===== src/rtl/resi_pkg.sv =====
// Shared types, widths and helpers for the rectangle edge / segment intersect block.
// Used by every other file in rtl/.
`default_nettype none

package resi_pkg;

	localparam int COORD_BITS = 24;
	localparam int OP_BITS    = 3;
	localparam int T_BITS     = 17;              // unsigned Q1.16
	localparam int T_FRAC     = T_BITS - 1;
	localparam int VW         = COORD_BITS + 1;  // edge start / direction
	localparam int DW         = COORD_BITS + 2;  // start difference
	localparam int PW         = VW + DW;         // one product
	localparam int XW         = PW + 1;          // cross product
	localparam int RW         = XW + 1;          // divider remainder
	localparam int MW         = VW + T_BITS + 1; // direction times t

	typedef enum logic [OP_BITS-1:0] {
		OP_TOP    = 3'd0,
		OP_BOTTOM = 3'd1,
		OP_LEFT   = 3'd2,
		OP_RIGHT  = 3'd3,
		OP_SEG    = 3'd4
	} op_t;

	typedef struct packed {
		logic                 hit;
		logic signed [VW-1:0] s1x;
		logic signed [VW-1:0] s1y;
		logic signed [VW-1:0] v1x;
		logic signed [VW-1:0] v1y;
	} side_t;

	typedef struct packed {
		logic [RW-1:0]     den;
		logic [RW-1:0]     r1;
		logic [RW-1:0]     r2;
		logic [T_BITS-1:0] q1;
		logic [T_BITS-1:0] q2;
		side_t             side;
	} div_t;

	typedef struct packed {
		logic                         hit;
		logic [T_BITS-1:0]            t_first;
		logic [T_BITS-1:0]            t_second;
		logic signed [COORD_BITS-1:0] point_x;
		logic signed [COORD_BITS-1:0] point_y;
	} res_t;

	// n / den lies in [0, 1]; den is known to be nonzero
	function automatic logic in_unit(input logic signed [XW-1:0] n,
			input logic signed [XW-1:0] den);
		if (!den[XW-1]) begin
			return !n[XW-1] && (n <= den);
		end
		return (n[XW-1] || (n == '0)) && (n >= den);
	endfunction

	function automatic logic [RW-1:0] mag(input logic signed [XW-1:0] x);
		logic [XW-1:0] m;
		m = x[XW-1] ? -x : x;
		return RW'(m);
	endfunction

endpackage

`default_nettype wire


===== src/rtl/resi_point.sv =====
// Hit point: direction times t (registered), then round and saturate.
// Takes the divider row output; depends on resi_pkg.
`default_nettype none

module resi_point (
	input  logic           clk,
	input  logic           arst_n,
	input  logic           en,
	input  logic           valid_in,
	input  resi_pkg::div_t data_in,
	output logic           valid_out,
	output resi_pkg::res_t res
);
	import resi_pkg::*;

	localparam int SW = VW + 4;
	localparam logic signed [MW:0]   RND  = (MW + 1)'(1) <<< (T_FRAC - 1);
	localparam logic signed [SW-1:0] PMAX = {{(SW - COORD_BITS + 1){1'b0}},
		{(COORD_BITS - 1){1'b1}}};
	localparam logic signed [SW-1:0] PMIN = ~PMAX;

	logic signed [MW-1:0]     prodx_s1, prody_s1;
	logic signed [VW-1:0]     s1x_s1, s1y_s1;
	logic [T_BITS-1:0]        t1_s1, t2_s1;
	logic                     hit_s1;
	logic signed [MW-1:0]     tval;

	function automatic logic signed [COORD_BITS-1:0] rnd_sat(
			input logic signed [VW-1:0] s, input logic signed [MW-1:0] p);
		logic signed [MW:0]   b;
		logic signed [SW-1:0] sum;
		b = (MW + 1)'(p) + RND;
		sum = SW'(s) + SW'(b >>> T_FRAC);
		if (sum > PMAX) begin
			sum = PMAX;
		end else if (sum < PMIN) begin
			sum = PMIN;
		end
		return sum[COORD_BITS-1:0];
	endfunction

	assign tval = MW'($signed({1'b0, data_in.q1}));

	always_ff @(posedge clk or negedge arst_n) begin
		if (!arst_n) begin
			valid_out <= 1'b0;
		end else if (en) begin
			valid_out <= valid_in;
		end
	end

	always_ff @(posedge clk) begin
		if (en) begin
			prodx_s1 <= MW'(data_in.side.v1x) * tval;
			prody_s1 <= MW'(data_in.side.v1y) * tval;
			s1x_s1   <= data_in.side.s1x;
			s1y_s1   <= data_in.side.s1y;
			t1_s1    <= data_in.q1;
			t2_s1    <= data_in.q2;
			hit_s1   <= data_in.side.hit;
		end
	end

	// every field reads zero on a miss
	always_comb begin
		res.hit      = hit_s1;
		res.t_first  = hit_s1 ? t1_s1 : '0;
		res.t_second = hit_s1 ? t2_s1 : '0;
		res.point_x  = hit_s1 ? rnd_sat(s1x_s1, prodx_s1) : '0;
		res.point_y  = hit_s1 ? rnd_sat(s1y_s1, prody_s1) : '0;
	end

endmodule

`default_nettype wire


===== config.mk =====
export PLATFORM = sky130hd
export DESIGN_NAME = resi_point
export DESIGN_NICKNAME = d
export VERILOG_FILES = /design/src/rtl/resi_pkg.sv /design/src/rtl/resi_point.sv
export SDC_FILE = /design/constraint.sdc
export NUM_CORES = 2
export LEC_CHECK = 0
export BUFFER_PORTS_ARGS = -buffer_cell sky130_fd_sc_hd__clkbuf_2
export CORE_UTILIZATION = 60
export CTS_CLUSTER_DIAMETER = 60
export DETAILED_ROUTE_END_ITERATION = 8
export PLACE_DENSITY_LB_ADDON = 0.2
export SETUP_SLACK_MARGIN = 0.05
export SLEW_MARGIN = 25
export SYNTH_ARGS = -nofsm -noshare
export SYNTH_HDL_FRONTEND = slang
export SYNTH_SLANG_ARGS = --single-unit

===== constraint.sdc =====
create_clock -name clk -period 8.54 [get_ports clk]
set_clock_uncertainty 0.05 [all_clocks]
set_input_delay 0 -clock clk [delete_from_list [all_inputs] [get_ports clk]]
set_output_delay 0 -clock clk [all_outputs]
set_load 0.005 [all_outputs]

# Word level (Yosys, flattened, before mapping)
# Cells that the tools add are included.
# op_classes
addsub	4
multipliers	2
div_mod_pow	0
order_cmp	4
eq_ne	0
shift	0
muxes	8
bitwise_logic	0
n_reduce_logical	0
# ops
op	count
2-to-1 mux 24 bit	6
adder 43 x 17 -> 44 bit (second input constant)	2
multiplier 25 x 18 -> 43 bit	2
adder 25 x 28 -> 29 bit	2
greater-than comparator 29 x 24 -> 1 bit (second input constant)	2
less-than comparator 29 x 24 -> 1 bit (second input constant)	2
2-to-1 mux 17 bit	2
# word_totals
regBits	172
latch_bits	0
ramBits	0
romBits	0
output_inout_bits	84
n_memories	0

# Depth between registers and ports, before layout
# depth
ltp_word	6
mapped_depth	25
ltp_nobuf	24

# Worst setup path after synthesis
# OpenSTA, ideal clock, no wires.
# synth_timing
kind	input to register
start	in data_in[127] (netlist name)
end	reg prodx_s1[37], data pin
arrival_ns	5.921
t_required_ns	8.228
path_slack_ns	2.307
stages	21
path_buffers	2
cell_sequence	clkbuf_1 clkbuf_1 nand2_1 fa_1 inv_1 fa_1 inv_1 fa_1 inv_1 fa_1 fa_1 fa_1 ha_1 a211o_1 a2111oi_0 a311oi_1 o21ai_0 o31ai_1 o41ai_1 o21bai_1 xor2_1
# synth_via
elab_chain_cells	1
# synth_lines
element	line_no	rtl
start, declared	resi_point.sv:10	input resi_pkg::div_t data_in,
multiplier 25 x 18 -> 43 bit	resi_point.sv:54	prodx_s1 <= MW'(data_in.side.v1x) * tval;
end signal, assigned	resi_point.sv:54	
end, declared	resi_point.sv:22	logic signed [MW-1:0] prodx_s1, prody_s1;
# No other way between the ends.
# A chain may end at the register's enable or synchronous reset.

# Final worst setup path
# layout_timing
start	in data_in[122] (netlist name)
end	reg prodx_s1[37], data pin
# The elaborated chain is that of the path after synthesis.

==> flow_metrics.tcl <==
set metrics [dict create \
    area_growth_pct 8.01 \
    dieArea_um2 65300 \
    rows 92 \
    crit_type "input port to flip-flop" \
    r2r_end "valid_out$_DFFE_PN0P_" \
    async_flop_share_pct 0.704 \
    vias 28068 \
    cts_buffer_depth 2 \
    numCtsBuffers 17 \
    fin_nets 5690 \
    cp_max_fo 41 \
    fin_crit_ns 7.01 \
    r2r_cells 1 \
    r2r_slack_ns 7.75 \
    htreeDepth 4 \
    die_y_um 255 \
    drc 0 \
    fmax_ghz 0.143 \
    die_w_um 255 \
    multi_input_area_um2 29900 \
    cts_setup_buffers 0 \
    min_period_over_period_pct 82.1 \
    fillers 5293 \
    grt_max_degree 78 \
    clock_sinks 142 \
    crit_path_end "prodx_s1[37]$_DFFE_PP_" \
    viasPerCell 5.44 \
    grt-ovfl-total 0 \
    insertion_delay_ns 0.49 \
    synth-edff-count 141 \
    final_common_cell "inv_1" \
    detail_route.iter0.violations 1716 \
    holdWs_ns -0.0258 \
    yosys_most_used_dff "edfxtp_1" \
    grt_pass1_vias 29927 \
    track_usage_pct 29.4 \
    initial_core_util_pct 60.9 \
    cts_hold_buf 71 \
    r2r_start "valid_out$_DFFE_PN0P_" \
    violations "hold timing" \
    dr.pass1.iters 5 \
    wl_um 89600 \
    crit_path_start_kind "input port" \
    cp-startpoint "data_in[122]" \
    drive_above_1_share_pct 7.42 \
    setup_tns_ns 0 \
    place_congestion 0.898 \
    avgSynthCellArea_um2 9.36 \
    hold_path.class "input port to flip-flop" \
    synthCells 4121 \
    ys_ff_latch 142 \
    synth_area_um2 38600 \
    setup_viol 0 \
    ant_nets 0 \
    synth_nets 5509 \
    tightest_slew_ns 1.05 \
    ios 382 \
    rsz0062_at_grt "no" \
    drv_slew 0 \
    ys_warn_count 0 \
    grt_pass1_wl_um 152000 \
    portBuffers 222 \
    clock-root-buffer "clkbuf_16" \
    synth.distinct_cells 80 \
    status "complete, but fails checks" \
    cp.arrival_ns 7.21 \
    required_ns 8.74 \
    timing.final.hold_violations 8 \
    wl_per_cell_um 17.4 \
    ys_seq_area_share_pct 11.0 \
    ff_latch_area_um2 4260 \
    clk_pin_slew_ns 0.07 \
    end_kind "flip-flop" \
    relSlewSlack_pct 30.0 \
    cap_viol_max_count 0 \
    final_cell_mix "inv_1 (995), fa_1 (830), nand2_1 (501), and2_1 (472), ha_1 (260)" \
    dp_hpwl_um 70200 \
    cts-resized-gates 0 \
    antenna_found_initial 1 \
    cts_tree "done" \
    core_um2 63300 \
]
==> registers in the layout, summed over array words and instances, names as in the netlist <==
name       cells
t1_s1         17
s1x_s1        25
prodx_s1      28
hit_s1         1
prody_s1      28
valid_out      1
t2_s1         17
s1y_s1        25
==> cell families after synthesis <==
| kind of cell | after synthesis | synth area share, % |
|---|---|---|
| AO/OA/AOI/OAI | 362 | 6.55 |
| adder cells (fa/ha/maj) | 1090 | 51.5 |
| XOR/XNOR | 159 | 3.61 |
| multiplexers | 3 | 0.0844 |
| buffers and inverters | 1156 | 11.4 |
| AND/OR/NAND/NOR | 1209 | 15.8 |
| flip-flops | 142 | 11.0 |
==> critical path, stage by stage <==
cell and delay [ns]:
clkbuf_2 0.57, and2_1 0.44, fa_1 0.50, inv_1 0.05
fa_1 0.50, fa_1 0.52, inv_1 0.06, fa_1 0.49
fa_1 0.50, inv_1 0.05, fa_1 0.48, inv_1 0.04
ha_1 0.34, a21o_1 0.23, a2111oi_0 0.41, a311oi_1 0.28
o21ai_0 0.59, o31ai_1 0.20, o41ai_1 0.60, o21bai_1 0.16
xor2_1 0.16
==> synthesized netlist by cell type (4+ instances only) <==
cell type | count | share of area [%]
nor2b_1 | 10 | 0.16
or2_2 | 6 | 0.097
clkbuf_1 | 149 | 1.5
inv_1 | 995 | 9.7
and2_1 | 472 | 7.7
o2111ai_1 | 6 | 0.14
edfxtp_1 | 141 | 11
or4_1 | 4 | 0.078
a211o_1 | 7 | 0.16
o211ai_1 | 9 | 0.18
o31a_1 | 5 | 0.11
o21ai_1 | 29 | 0.38
a31oi_1 | 7 | 0.11
a221oi_1 | 4 | 0.091
nor2_1 | 71 | 0.69
o211a_1 | 4 | 0.10
xor2_1 | 49 | 1.1
o31ai_1 | 6 | 0.12
nand4_1 | 12 | 0.19
nand2b_1 | 12 | 0.19
a21boi_0 | 4 | 0.078
and4_1 | 6 | 0.14
fa_1 | 830 | 43
nor3_1 | 24 | 0.31
nand3_1 | 51 | 0.66
o21a_1 | 19 | 0.37
a21o_1 | 42 | 0.82
ha_1 | 260 | 8.4
nand2_1 | 501 | 4.9
xnor2_1 | 110 | 2.5
o21ai_2 | 9 | 0.20
buf_6 | 4 | 0.12
o21ai_0 | 63 | 0.82
and3_1 | 19 | 0.31
or3_1 | 7 | 0.11
buf_4 | 4 | 0.078
a21oi_1 | 87 | 1.1
a211oi_1 | 10 | 0.19
o21bai_1 | 10 | 0.19
==> metrics by stage <==
stage / setup slack, ns / hold WS, ns / cells / instance area (µm²) / util, %
3_3_place_gp: 1.27 / -0.275 / 5057 / 40300 / 63.7
6_report: 1.53 / -0.0258 / 5162 / 41600 / 65.8
3_5_place_dp: 1.18 / -0.274 / 5057 / 40300 / 63.7
5_1_grt: 1.14 / 0.0404 / 5162 / 41600 / 65.8
2_1_floorplan: 2.31 / -0.346 / 4121 / 38600 / -
4_1_cts: 1.70 / 0.00798 / 5160 / 41600 / 65.7
==> area by class of cell <==
cell class / instances / area share (%)
diodes: 1 / 0.00601
clock buffers: 22 / 1.07
clock inverters: 10 / 0.340
inverters: 995 / 8.97
multi-input cells: 2823 / 71.9
flip-flops and latches: 142 / 10.2
well taps: 846 / 2.54
repair buffers: 323 / 4.99
==> worst min-delay path by stage <==
stage,start,to,slack [ns],cells after the start
5_1_grt,en,s1y_s1[18]$_DFFE_PP_,0.04,1
3_5_place_dp,arst_n,valid_out$_DFFE_PN0P_,-0.27,1
2_1_floorplan,arst_n,valid_out$_DFFE_PN0P_,-0.35,0
3_3_place_gp,arst_n,valid_out$_DFFE_PN0P_,-0.28,1
6_report,en,s1y_s1[22]$_DFFE_PP_,-0.03,1
4_1_cts,en,s1y_s1[22]$_DFFE_PP_,0.008,1
==> metal layers <==
metal  GRT usage, %  routed length (µm)  vias up
met4           8.52                2050        0
met1           40.4               37600    14311
met5              0                   0        -
met3           3.57                5450      137
li1               -                   -    12735
met2           49.3               44600      885
Power is not shown: default switching activity piles up to over one toggle a cycle in this logic, so the estimate is an artifact.
