===== src/rtl/resi_pkg.sv =====
// Shared types, widths and helpers for the rectangle edge / segment intersect block.
// Used by every other file in rtl/.
`default_nettype none

package resi_pkg;

	localparam int COORD_BITS = 24;
	localparam int OP_BITS    = 3;
	localparam int T_BITS     = 17;              // unsigned Q1.16
	localparam int T_FRAC     = T_BITS - 1;
	localparam int VW         = COORD_BITS + 1;  // edge start / direction
	localparam int DW         = COORD_BITS + 2;  // start difference
	localparam int PW         = VW + DW;         // one product
	localparam int XW         = PW + 1;          // cross product
	localparam int RW         = XW + 1;          // divider remainder
	localparam int MW         = VW + T_BITS + 1; // direction times t

	typedef enum logic [OP_BITS-1:0] {
		OP_TOP    = 3'd0,
		OP_BOTTOM = 3'd1,
		OP_LEFT   = 3'd2,
		OP_RIGHT  = 3'd3,
		OP_SEG    = 3'd4
	} op_t;

	typedef struct packed {
		logic                 hit;
		logic signed [VW-1:0] s1x;
		logic signed [VW-1:0] s1y;
		logic signed [VW-1:0] v1x;
		logic signed [VW-1:0] v1y;
	} side_t;

	typedef struct packed {
		logic [RW-1:0]     den;
		logic [RW-1:0]     r1;
		logic [RW-1:0]     r2;
		logic [T_BITS-1:0] q1;
		logic [T_BITS-1:0] q2;
		side_t             side;
	} div_t;

	typedef struct packed {
		logic                         hit;
		logic [T_BITS-1:0]            t_first;
		logic [T_BITS-1:0]            t_second;
		logic signed [COORD_BITS-1:0] point_x;
		logic signed [COORD_BITS-1:0] point_y;
	} res_t;

	// n / den lies in [0, 1]; den is known to be nonzero
	function automatic logic in_unit(input logic signed [XW-1:0] n,
			input logic signed [XW-1:0] den);
		if (!den[XW-1]) begin
			return !n[XW-1] && (n <= den);
		end
		return (n[XW-1] || (n == '0)) && (n >= den);
	endfunction

	function automatic logic [RW-1:0] mag(input logic signed [XW-1:0] x);
		logic [XW-1:0] m;
		m = x[XW-1] ? -x : x;
		return RW'(m);
	endfunction

endpackage

`default_nettype wire


===== src/rtl/resi_div_cell.sv =====
// One restoring division step for both t quotients, registered.
// Cells chain into the divider row; depends on resi_pkg.
`default_nettype none

module resi_div_cell #(
	parameter bit FIRST = 1'b0
) (
	input  logic                 clk,
	input  logic                 arst_n,
	input  logic                 en,
	input  logic                 valid_in,
	input  resi_pkg::div_t       data_in,
	output logic                 valid_out,
	output resi_pkg::div_t       data_out
);
	import resi_pkg::*;

	logic [RW-1:0] sh1, sh2;
	logic          ge1, ge2;
	div_t          nxt;

	always_comb begin
		// first step compares the integer bit, the rest shift in a fraction bit
		sh1 = FIRST ? data_in.r1 : {data_in.r1[RW-2:0], 1'b0};
		sh2 = FIRST ? data_in.r2 : {data_in.r2[RW-2:0], 1'b0};
		ge1 = sh1 >= data_in.den;
		ge2 = sh2 >= data_in.den;
		nxt = data_in;
		nxt.r1 = ge1 ? sh1 - data_in.den : sh1;
		nxt.r2 = ge2 ? sh2 - data_in.den : sh2;
		nxt.q1 = {data_in.q1[T_BITS-2:0], ge1};
		nxt.q2 = {data_in.q2[T_BITS-2:0], ge2};
	end

	always_ff @(posedge clk or negedge arst_n) begin
		if (!arst_n) begin
			valid_out <= 1'b0;
		end else if (en) begin
			valid_out <= valid_in;
		end
	end

	always_ff @(posedge clk) begin
		if (en) begin
			data_out <= nxt;
		end
	end

endmodule

`default_nettype wire


===== config.mk =====
export PLATFORM = sky130hd
export DESIGN_NAME = resi_div_cell
export DESIGN_NICKNAME = d
export VERILOG_FILES = /design/src/rtl/resi_pkg.sv /design/src/rtl/resi_div_cell.sv
export SDC_FILE = /design/constraint.sdc
export NUM_CORES = 1
export LEC_CHECK = 0
export ABC_AREA = 1
export BUFFER_PORTS_ARGS = -buffer_cell sky130_fd_sc_hd__buf_2
export CORE_MARGIN = 5
export CORE_UTILIZATION = 35
export DETAILED_ROUTE_END_ITERATION = 10
export GPL_TIMING_DRIVEN = 0
export MAX_ROUTING_LAYER = met4
export PLACE_DENSITY = 0.6
export SYNTH_ARGS = -nofsm -noshare
export SYNTH_HDL_FRONTEND = slang
export SYNTH_SLANG_ARGS = --single-unit

===== constraint.sdc =====
create_clock -name clk -period 1.3 [get_ports clk]
set_clock_uncertainty 0.2 [all_clocks]
set_input_delay 0.26 -clock clk [delete_from_list [all_inputs] [get_ports clk]]
set_output_delay 0.26 -clock clk [all_outputs]
set_load 0.02 [all_outputs]

* After elaboration in Yosys (flattened, before gate mapping)
Cells that the tools add are included.
Storage, ports and cells: input bits 298, word-level logic and storage cells 19, output and inout bits 295, register bits after elaboration 295
Operators by class: mux-type cells 2, magnitude comparators 2, add/subtract/negate cells 2
Operators by type and width (number):
- greater-or-equal comparator 53 bit | 2
- 2-to-1 mux 53 bit | 2
- subtractor 53 bit | 2

* Longest topological paths before layout
Gate-level depths: netlist of run 1.
word-level depth 2, mapped depth 16

* Worst setup path after synthesis of run 1
No wires, ideal clock.
path type input-to-reg, start point input port data_in[265] in the netlist's numbering, end point register data_out[145] in the netlist's numbering, data pin, path buffers 1, setup slack -0.957 ns, setup time 0.256 ns, cell stages on the path 15, arrival 1.801 ns, cell sequence inv_1 > ha_1 > nand2_1 > inv_2 > nand2_1 > nand2_1 > nand2_1 > nand2_1 > nand2_1 > nand2_1 > a21oi_4 > nand3_4 > buf_4 > nand2_1 > o21ai_1
RTL lines:
- start: declaration | line resi_div_cell.sv:12 | input resi_pkg::div_t data_in,
- end signal: assignment | line resi_div_cell.sv:45 | data_out <= nxt;
- end: declaration | line resi_div_cell.sv:14 | output resi_pkg::div_t data_out

==> impl_metrics.sql, run 1 <==
INSERT INTO impl_metrics (metric_group, metric, value, unit) VALUES
('yosys', 'synth_cells', '2737', ''),
('global_routing', 'globalRouteOverflowTotal', '0', ''),
('sta', 'hold_viol', '0', ''),
('route', 'detail_route.drc_violations', '0', ''),
('power', 'power.switching_fraction', '34.6', '%'),
('finish', 'most-common-layout-cells', '833 x nand2_1, 522 x inv_1, 321 x buf_2', ''),
('sta', 'timing.max_slew.rel_slack', '46.9', '%'),
('setup_path', 'regToRegStartpoint', 'valid_out', ''),
('sta', 'worstMarginPinSlew', '0.797', 'ns'),
('placed_design', 'detailedPlacementHpwl', '72.7', 'mm'),
('route', 'drt_first_pass_iters', '5', ''),
('die', 'design.die.area', '62400', 'um2'),
('status', 'run_status', 'complete, but fails checks', ''),
('status', 'violations_in_the_final_reports', 'negative setup slack', ''),
('min_path', 'worst_hold_path.endpoint', 'data_out[183]', ''),
('power', 'power.internal', '23300', 'uW'),
('yosys', 'synth_nets', '3143', ''),
('die', 'ioPinCount', '593', ''),
('setup_path', 'critical_path.reg2reg.endpoint', 'valid_out', ''),
('global_routing', 'first_global_vias', '21700', ''),
('finish', 'final_layout_size_suffix_gt1_share', '37.7', '%'),
('power', 'maximum_vdd_drop', '0.931', 'mV'),
('sta', 'rsz0062_at_grt', 'yes', ''),
('setup_path', 'worst_setup_path_end_kind', 'flop', ''),
('placed_design', 'post_dp_cell_area', '25000', 'um2'),
('min_path', 'hp-start', 'en', ''),
('cts', 'cts.root.buffer_cell', 'clkbuf_16', ''),
('power', 'share_seq_of_total_power', '34.0', '%'),
('global_routing', 'antenna_violations_before_repair', '1', ''),
('setup_path', 'regToRegSetupSlack', '0.33', 'ns'),
('route', 'drt_iter0_drc', '1322', ''),
('die', 'die_h', '250', 'um'),
('die', 'design.core.area', '57400', 'um2'),
('yosys', 'syn_warnings', '0', ''),
('power', 'power_leakage', '0.0171', 'uW'),
('yosys', 'synth_seq_cells', '295', ''),
('yosys', 'yosys.cell_types.count', '36', ''),
('cts', 'cts_buffers', '34', ''),
('die', 'floorplan.die.width', '250', 'um'),
('sta', 'setup_slack_after_layout', '-1.04', 'ns'),
('power', 'power_frac_clock', '27.1', '%'),
('cts', 'cts-root-to-sink-buffers', '3', ''),
('sta', 'timing_max_transition_violations_final', '0', ''),
('yosys', 'async_s_r_ff_share_synth', '0.339', '%'),
('finish', 'fillerInstances', '4949', ''),
('global_routing', 'track_usage', '29.6', '%'),
('yosys', 'postSynth.topFlopCell', 'edfxtp_1', ''),
('cts', 'tritoncts', 'done', ''),
('yosys', 'synth_area', '20100', 'um2'),
('route', 'antenna_left', '0', ''),
('sta', 'fmaxAchievable', '426', 'MHz'),
('placed_design', 'port-buffer-count', '588', ''),
('setup_path', 'worst-setup-path-type', 'input pin to flop', ''),
('route', 'routed_via_density', '4.80', ''),
('route', 'route.final.wire_length', '97.0', 'mm'),
('flow_run', 'drv.max_cap_violation_count', '0', ''),
('min_path', 'hold_path_cells', '1', ''),
('finish', 'synthToLayoutAreaGrowth', '74.2', '%'),
('finish', 'num-nets-final', '4250', ''),
('sta', 'setup_viol', '403', ''),
('setup_path', 'start_kind', 'input pin', ''),
('yosys', 'synth-edff-count', '294', ''),
('cts', 'clock_insertion_delay_worst_skew', '0.55', 'ns'),
('sta', 'period_share', '180', '%'),
('min_path', 'hold_path_class', 'input pin to flop', ''),
('global_routing', 'grt_pass1_wl', '136', 'mm'),
('setup_path', 'critical_path.max_fanout', '7', ''),
('finish', 'finish.utilization', '61.2', '%'),
('placed_design', 'routabilityCongestion', '0.986', ''),
('die', 'floorplan.initialDensity', '35.1', '%'),
('cts', 'clkSlewWorstSetupHoldPaths', '0.06', 'ns');
==> critical path, cell delays in order <==
cell	delay, ns
buf_8	0.08
clkinvlp_4	0.20
ha_4	0.37
buf_6	0.10
nand2_4	0.05
nor2_4	0.11
nand2_2	0.07
inv_2	0.08
nand2_4	0.06
nor3_4	0.25
nand2_4	0.19
buf_6	0.17
nand3_4	0.19
buf_8	0.17
o21ai_2	0.09
==> state kept, by name, summed over array words and instances, names as in the netlist <==
register	count
valid_out	1
data_out	294
==> cell usage after synthesis, drive strengths merged, types with 3 or more instances <==
master  count  area [um2]
buf        20         174
nand2    1050        3950
nand3     129         671
clkinv      3        11.3
inv       621        2330
nor2      190         723
clkbuf      8        30.0
o21bai      6        45.0
edfxtp    294        8830
ha        106        1330
and2        4        25.0
a21oi      59         318
or2         3        18.8
o21ai      61         305
nand4      69         432
nor3       21         135
xor2       54         473
nand3b     28         214
==> through the flow <==
step	worst slack (ns)	hold slack (ns)	cells	setup TNS [ns]	total power, uW
floorplan	-0.889	-0.236	2737	-94.08	17700
global placement	-4.94	-0.164	4090	-1575.44	21500
detailed placement	-2.10	-0.164	4092	-333.27	21500
CTS	-0.992	-0.0404	4586	-178.43	33800
global route	-1.08	0.00395	4635	-189.83	37200
finish	-1.04	0.000789	4635	-175.91	35700
==> cell families (layout without fill, tap and decap cells) <==
group                      count (synthesis)  after routing  share of synthesized area, %
xor gates and xnor gates                  56             56                          2.44
DFF                                      295            295                          44.0
other                                      0              1                             0
buffers and inverters                    652           1783                          12.6
and+or+nand+nor                         1496           1497                          30.7
AOI/OAI and AO/OA                        129            129                          3.43
muxes                                      1              1                        0.0559
adders and majority gates                108            108                          6.78
==> what timing repair did <==
action,4_1_cts,5_1_grt
hold endpoints to repair,351,0
pin swaps,99,147
setup endpoints to repair,404,492
cloned,11,4
hold buffers,290,0
resized for setup,457,791
setup buffers,134,55
==> metal layers <==
layer,GRT usage (%),share of wire (%),vias up
met5,-,0,-
met4,9.44,4.4,0
met3,4.27,5.9,204
met2,52.7,50,852
met1,34.5,39,10400
li1,-,-,10800
==> area by class of cell <==
| cell class | count | area, um2 | area share (%) |
|---|---|---|---|
| multi-input cells | 1791 | 11700 | 33.4 |
| inverters | 624 | 2450 | 6.99 |
| flip-flops and latches | 295 | 8850 | 25.2 |
| plain buffers | 25 | 343 | 0.977 |
| clock inverters | 24 | 221 | 0.631 |
| clock buffers | 37 | 883 | 2.52 |
| repair buffers | 1073 | 9640 | 27.5 |
| diodes | 1 | 2.50 | 0.00713 |
| well taps | 765 | 957 | 2.73 |
==> worst max path at each step <==
stage,slack [ns],end,startpoint,cells after the start
global route,-1.08,data_out[207],data_in[263],19
CTS,-0.99,data_out[209],data_in[262],14
finish,-1.04,data_out[152],data_in[259],15
floorplan,-0.89,data_out[184],data_in[280],15
global placement,-4.94,valid_out,en,2
detailed placement,-2.10,data_out[183],data_in[266],14
==> power by group through the flow <==
| stage | sequential (uW) | combinational [uW] | clock (uW) |
|---|---|---|---|
| 2_1_floorplan | 13400 | 4280 | 0 |
| 3_3_place_gp | 12100 | 9330 | 0 |
| 3_5_place_dp | 12100 | 9360 | 0 |
| 6_report | 12100 | 13900 | 9670 |
| 4_1_cts | 11900 | 12000 | 9850 |
| 5_1_grt | 12200 | 14700 | 10300 |
Power figures use the tool's default switching activity.
==> run 2: changes to the inputs <==
--- a/config.mk
+++ b/config.mk
@@ -12,7 +12,7 @@
 export DETAILED_ROUTE_END_ITERATION = 10
 export GPL_TIMING_DRIVEN = 0
 export MAX_ROUTING_LAYER = met4
-export PLACE_DENSITY = 0.6
+export SKIP_CTS_REPAIR_TIMING = 1
 export SYNTH_ARGS = -nofsm -noshare
 export SYNTH_HDL_FRONTEND = slang
 export SYNTH_SLANG_ARGS = --single-unit
==> run 2 against run 1 <==
The flow finishes with violations (negative hold slack, negative setup slack); sequential power hardly changed; global-route usage is 3.0 points lower; sequential share of layout area is 2.8 points higher; largest cell class unchanged.
==> impl_metrics.sql, run 2 (synthesis results as in run 1) <==
INSERT INTO impl_metrics (metric_group, metric, value, unit) VALUES
('status', 'run_status', 'complete, but fails checks', ''),
('status', 'violations_in_the_final_reports', 'negative hold slack, negative setup slack', ''),
('finish', 'multi_input_area', '10900', 'um2'),
('finish', 'instances_no_fill', '4535', ''),
('min_path', 'hold_path_class', 'input pin to flop', ''),
('finish', 'regMostFlops', 'data_out', ''),
('finish', 'commonest_non_fill_non_tap_cell_in_the_layout', 'nand2_1', ''),
('power', 'power_leakage', '0.0157', 'uW'),
('finish', 'largest_register_ff_count', '294', ''),
('sta', 'finalWorstPathRequiredPeriod', '2.39', 'ns'),
('route', 'drt_first_pass_iters', '5', ''),
('route', 'drt_iter0_drc', '1467', ''),
('sta', 'setup_slack_after_layout', '-1.09', 'ns'),
('setup_path', 'start_kind', 'input pin', ''),
('global_routing', 'first_global_vias', '18700', ''),
('global_routing', 'track_usage', '26.6', '%'),
('sta', 'rsz0062_at_grt', 'yes', ''),
('cts', 'cts.root.buffer_cell', 'clkbuf_16', ''),
('placed_design', 'port-buffer-count', '588', ''),
('setup_path', 'worst-setup-path-type', 'input pin to flop', ''),
('placed_design', 'detailedPlacementHpwl', '72.7', 'mm'),
('route', 'detail_route.drc_violations', '0', ''),
('die', 'design.core.area', '57400', 'um2'),
('die', 'die_h', '250', 'um'),
('sta', 'timing.max_slew.rel_slack', '49.9', '%'),
('die', 'num_rows', '88', ''),
('sta', 'worstMarginPinSlew', '0.751', 'ns'),
('cts', 'clock_tree.htree_level_count', '2', ''),
('power', 'maximum_vdd_drop', '0.999', 'mV'),
('global_routing', 'grt_max_degree', '123', ''),
('setup_path', 'timing.critical_path.required', '1.41', 'ns'),
('sta', 'period_share', '184', '%'),
('cts', 'clkSlewWorstSetupHoldPaths', '0.06', 'ns'),
('finish', 'finish.utilization', '55.0', '%'),
('sta', 'worst_slack_on_hold_paths', '-0.0257', 'ns'),
('finish', 'biggestRegsByFlops', 'data_out x294, valid_out x1', ''),
('die', 'ioPinCount', '593', ''),
('setup_path', 'regToRegStartpoint', 'valid_out', ''),
('setup_path', 'critPathLaunch', 'data_in[252]', ''),
('placed_design', 'place.detailed.instances', '4092', ''),
('global_routing', 'globalRouteOverflowTotal', '0', ''),
('cts', 'cts-root-to-sink-buffers', '3', ''),
('flow_run', 'drv.max_cap_violation_count', '0', ''),
('die', 'floorplan.die.width', '250', 'um'),
('min_path', 'hp-start', 'en', ''),
('finish', 'most-common-layout-cells', '903 x nand2_1, 567 x buf_2, 544 x inv_1', ''),
('global_routing', 'grt_pass1_wl', '121', 'mm'),
('placed_design', 'routabilityCongestion', '0.986', ''),
('route', 'avgRoutedWirePerCell', '20.4', 'um'),
('cts', 'tritoncts', 'done', ''),
('route', 'route.final.wire_length', '92.5', 'mm'),
('setup_path', 'worst_setup_path_end_kind', 'flop', ''),
('finish', 'final_layout_size_suffix_gt1_share', '31.7', '%'),
('setup_path', 'worst_path_arrival', '2.50', 'ns'),
('route', 'routed_via_density', '4.75', ''),
('cts', 'cts_buffers', '34', ''),
('finish', 'num-nets-final', '4148', ''),
('global_routing', 'antenna_violations_before_repair', '3', ''),
('die', 'floorplan.initialDensity', '35.1', '%'),
('setup_path', 'critical_path.max_fanout', '8', ''),
('finish', 'fillerInstances', '5465', ''),
('die', 'design.die.area', '62400', 'um2'),
('sta', 'hold_viol', '34', ''),
('cts', 'cts.sinks', '295', ''),
('finish', 'ff_latch_area', '8850', 'um2'),
('sta', 'setup_viol', '517', ''),
('cts', 'clock_insertion_delay_worst_skew', '0.54', 'ns'),
('power', 'power.density', '1050', 'nW/um2'),
('sta', 'fmaxAchievable', '419', 'MHz'),
('route', 'antenna_left', '0', ''),
('route', 'routed-via-count', '21500', ''),
('finish', 'synthToLayoutAreaGrowth', '56.6', '%'),
('sta', 'timing_max_transition_violations_final', '0', '');
==> run 2: final timing paths <==
| check | end | slack [ns] | cells after the start |
|---|---|---|---|
| max in group asynchronous | valid_out | 0.45 | 3 |
| setup reg to reg | valid_out | 0.36 | 1 |
| min in group asynchronous | valid_out | 0.35 | 3 |
| hold / removal | data_out[289] | -0.03 | 1 |
| setup / recovery | data_out[138] | -1.09 | 13 |
| hold reg to reg | valid_out | 0.32 | 1 |
==> run 2: area by class of cell <==
cell class,count,area share (%)
inverters,624,7.74
flip-flops and latches,295,28.1
well taps,765,3.03
clock buffers,37,2.80
multi-input cells,1791,34.5
diodes,3,0.0238
plain buffers,26,1.01
repair buffers,970,22.1
clock inverters,24,0.702
==> run 2: layer usage <==
metal | share of wire [%] | vias up | global-route usage [%]
met3 | 5.5 | 173 | 3.97
li1 | - | 10500 | -
met4 | 3.9 | 0 | 6.57
met5 | 0 | - | -
met2 | 50 | 744 | 47.4
met1 | 40 | 10100 | 31.8
==> run 2: stage by stage <==
step / TNS, ns / setup slack [ns] / cell area (um2) / power (uW) / hold slack (ns)
floorplan: -94.08 / -0.889 / 21100 / 17700 / -0.236
global placement: -1575.44 / -4.94 / 25000 / 21500 / -0.164
detailed placement: -333.27 / -2.10 / 25000 / 21500 / -0.164
CTS: -223.09 / -1.51 / 26100 / 31200 / -0.751
global route: -193.00 / -1.06 / 31500 / 34800 / -0.0298
finish: -178.34 / -1.09 / 31500 / 33200 / -0.0257
==> run 2: where the power goes <==
part	switching (uW)	internal, uW	total (uW)
clock	4090	5550	9640
sequential	250	11700	11900
combinational	7180	4490	11700
total	11500	21700	33200
==> run 2: worst max-delay path, stage by stage <==
cell	delay (ns)
buf_4	0.10
clkinvlp_4	0.25
ha_4	0.42
nand2_4	0.07
nor2_4	0.16
nand2_4	0.09
nor3_4	0.31
nand2_4	0.22
nand3_4	0.14
buf_12	0.15
buf_12	0.11
clkbuf_16	0.13
o21ai_1	0.06
==> run 3: changes to the inputs <==
--- a/config.mk
+++ b/config.mk
@@ -12,6 +12,7 @@
 export DETAILED_ROUTE_END_ITERATION = 10
 export GPL_TIMING_DRIVEN = 0
 export MAX_ROUTING_LAYER = met4
+export RECOVER_POWER = 100
 export SKIP_CTS_REPAIR_TIMING = 1
 export SYNTH_ARGS = -nofsm -noshare
 export SYNTH_HDL_FRONTEND = slang
==> run 3 against run 2 <==
The flow still finishes with violations (negative hold slack, negative setup slack); via count about the same; register-to-register slack about the same; worst setup slack about the same; critical endpoint unchanged.
==> impl_metrics.sql, run 3 (synthesis results as in run 1) <==
INSERT INTO impl_metrics (metric_group, metric, value, unit) VALUES
('status', 'run_status', 'complete, but fails checks', ''),
('status', 'violations_in_the_final_reports', 'negative hold slack, negative setup slack', ''),
('global_routing', 'first_global_vias', '18700', ''),
('route', 'route.final.wire_length', '92.6', 'mm'),
('die', 'floorplan.initialDensity', '35.1', '%'),
('setup_path', 'critPathLaunch', 'data_in[252]', ''),
('route', 'drt_first_pass_iters', '5', ''),
('placed_design', 'place.detailed.instances', '4092', ''),
('route', 'routed_via_density', '4.75', ''),
('finish', 'regMostFlops', 'data_out', ''),
('die', 'num_rows', '88', ''),
('cts', 'cts_buffers', '34', ''),
('cts', 'cts-root-to-sink-buffers', '3', ''),
('route', 'drt_iter0_drc', '1467', ''),
('finish', 'final_layout_size_suffix_gt1_share', '31.6', '%'),
('finish', 'instances_no_fill', '4535', ''),
('sta', 'rsz0062_at_grt', 'yes', ''),
('sta', 'fmaxAchievable', '419', 'MHz'),
('finish', 'most-common-layout-cells', '903 x nand2_1, 564 x buf_2, 544 x inv_1', ''),
('sta', 'worst_slack_on_hold_paths', '-0.00730', 'ns'),
('route', 'detail_route.drc_violations', '0', ''),
('power', 'power.density', '1050', 'nW/um2'),
('power', 'design_power_total', '33200', 'uW'),
('cts', 'cts.sinks', '295', ''),
('global_routing', 'antenna_violations_before_repair', '3', ''),
('min_path', 'hold_path_cells', '3', ''),
('die', 'die_h', '250', 'um'),
('min_path', 'worst_hold_path.endpoint', 'data_out[182]', ''),
('route', 'antenna_left', '0', ''),
('cts', 'clkSlewWorstSetupHoldPaths', '0.06', 'ns'),
('min_path', 'hold_path_class', 'input pin to flop', ''),
('global_routing', 'grt_max_degree', '123', ''),
('die', 'design.core.area', '57400', 'um2'),
('finish', 'finish.utilization', '55.0', '%'),
('setup_path', 'critical_path.max_fanout', '8', ''),
('finish', 'final_instance_area', '31500', 'um2'),
('die', 'design.die.area', '62400', 'um2'),
('setup_path', 'start_kind', 'input pin', ''),
('global_routing', 'grt_pass1_wl', '121', 'mm'),
('setup_path', 'worstRegToRegCells', '1', ''),
('sta', 'finalWorstPathRequiredPeriod', '2.39', 'ns'),
('route', 'avgRoutedWirePerCell', '20.4', 'um'),
('sta', 'timing.max_slew.rel_slack', '37.2', '%'),
('setup_path', 'worst_setup_path_end_kind', 'flop', ''),
('finish', 'commonest_non_fill_non_tap_cell_in_the_layout', 'nand2_1', ''),
('sta', 'timing_max_transition_violations_final', '0', ''),
('sta', 'period_share', '183', '%'),
('sta', 'setup_slack_after_layout', '-1.09', 'ns'),
('setup_path', 'worst-setup-path-type', 'input pin to flop', ''),
('setup_path', 'timing.critical_path.required', '1.41', 'ns'),
('die', 'floorplan.die.width', '250', 'um'),
('setup_path', 'critical_path.reg2reg.endpoint', 'valid_out', ''),
('finish', 'num-nets-final', '4148', ''),
('finish', 'synthToLayoutAreaGrowth', '56.6', '%'),
('power', 'maximum_vdd_drop', '0.999', 'mV'),
('global_routing', 'track_usage', '26.6', '%'),
('cts', 'cts.root.buffer_cell', 'clkbuf_16', ''),
('flow_run', 'drv.max_cap_violation_count', '0', ''),
('placed_design', 'routabilityCongestion', '0.986', ''),
('global_routing', 'globalRouteOverflowTotal', '0', ''),
('sta', 'worstMarginPinSlew', '0.942', 'ns'),
('die', 'ioPinCount', '593', ''),
('cts', 'clock_insertion_delay_worst_skew', '0.54', 'ns'),
('cts', 'clock_tree.htree_level_count', '2', ''),
('placed_design', 'detailedPlacementHpwl', '72.7', 'mm'),
('route', 'routed-via-count', '21500', ''),
('placed_design', 'port-buffer-count', '588', ''),
('finish', 'biggestRegsByFlops', 'data_out x294, valid_out x1', ''),
('sta', 'hold_viol', '2', ''),
('power', 'power_leakage', '0.0157', 'uW'),
('cts', 'tritoncts', 'done', ''),
('setup_path', 'regToRegStartpoint', 'valid_out', ''),
('placed_design', 'post_dp_cell_area', '25000', 'um2'),
('setup_path', 'worst_path_arrival', '2.50', 'ns'),
('finish', 'fillerInstances', '5468', ''),
('setup_path', 'regToRegSetupSlack', '0.36', 'ns'),
('finish', 'largest_register_ff_count', '294', ''),
('min_path', 'hp-start', 'data_in[181]', ''),
('sta', 'setup_viol', '638', '');
-- run 3: critical path, stage by stage --
cell        delay [ns]
buf_4             0.10
clkinvlp_4        0.25
ha_4              0.42
nand2_4           0.07
nor2_4            0.16
nand2_4           0.09
nor3_4            0.31
nand2_4           0.22
nand3_4           0.14
buf_12            0.15
buf_12            0.11
clkbuf_16         0.13
o21ai_1           0.06
-- run 3: stage by stage --
| step | setup TNS (ns) | setup WS (ns) |
|---|---|---|
| 6_report | -253.09 | -1.09 |
| 2_1_floorplan | -94.08 | -0.889 |
| 3_3_place_gp | -1575.44 | -4.94 |
| 3_5_place_dp | -333.27 | -2.10 |
| 4_1_cts | -223.09 | -1.51 |
| 5_1_grt | -277.49 | -1.06 |
-- run 3: layout make-up --
| class | instances | area (um2) | share of cell area (%) |
|---|---|---|---|
| buffer | 26 | 319 | 1.01 |
| clock buffer | 37 | 883 | 2.80 |
| tap | 765 | 957 | 3.04 |
| sequential | 295 | 8850 | 28.1 |
| clock inverter | 24 | 221 | 0.702 |
| antenna | 3 | 7.51 | 0.0238 |
| inverter | 624 | 2440 | 7.74 |
| multi-input combinational | 1791 | 10900 | 34.6 |
| timing repair buffer | 970 | 6950 | 22.0 |
-- run 3: per-layer routing --
layer  vias up  track usage (%)  wire length, um
li1      10500                -                -
met1     10100             31.8            37400
met2       754             47.4            46400
met3       177             3.97             5100
met4         0             6.57             3600
met5         -                -                0
-- run 3: report_power, final --
part / internal (uW) / total [uW] / switching (uW)
logic: 4480 / 11700 / 7180
clock network: 5550 / 9640 / 4090
registers: 11700 / 11900 / 250
-- run 3: how the worst max path moves through the flow --
stage / endpoint
after floorplan: data_out[184]
after global placement: valid_out
after CTS: data_out[183]
after detailed placement: data_out[183]
final: data_out[138]
after global routing: data_out[209]
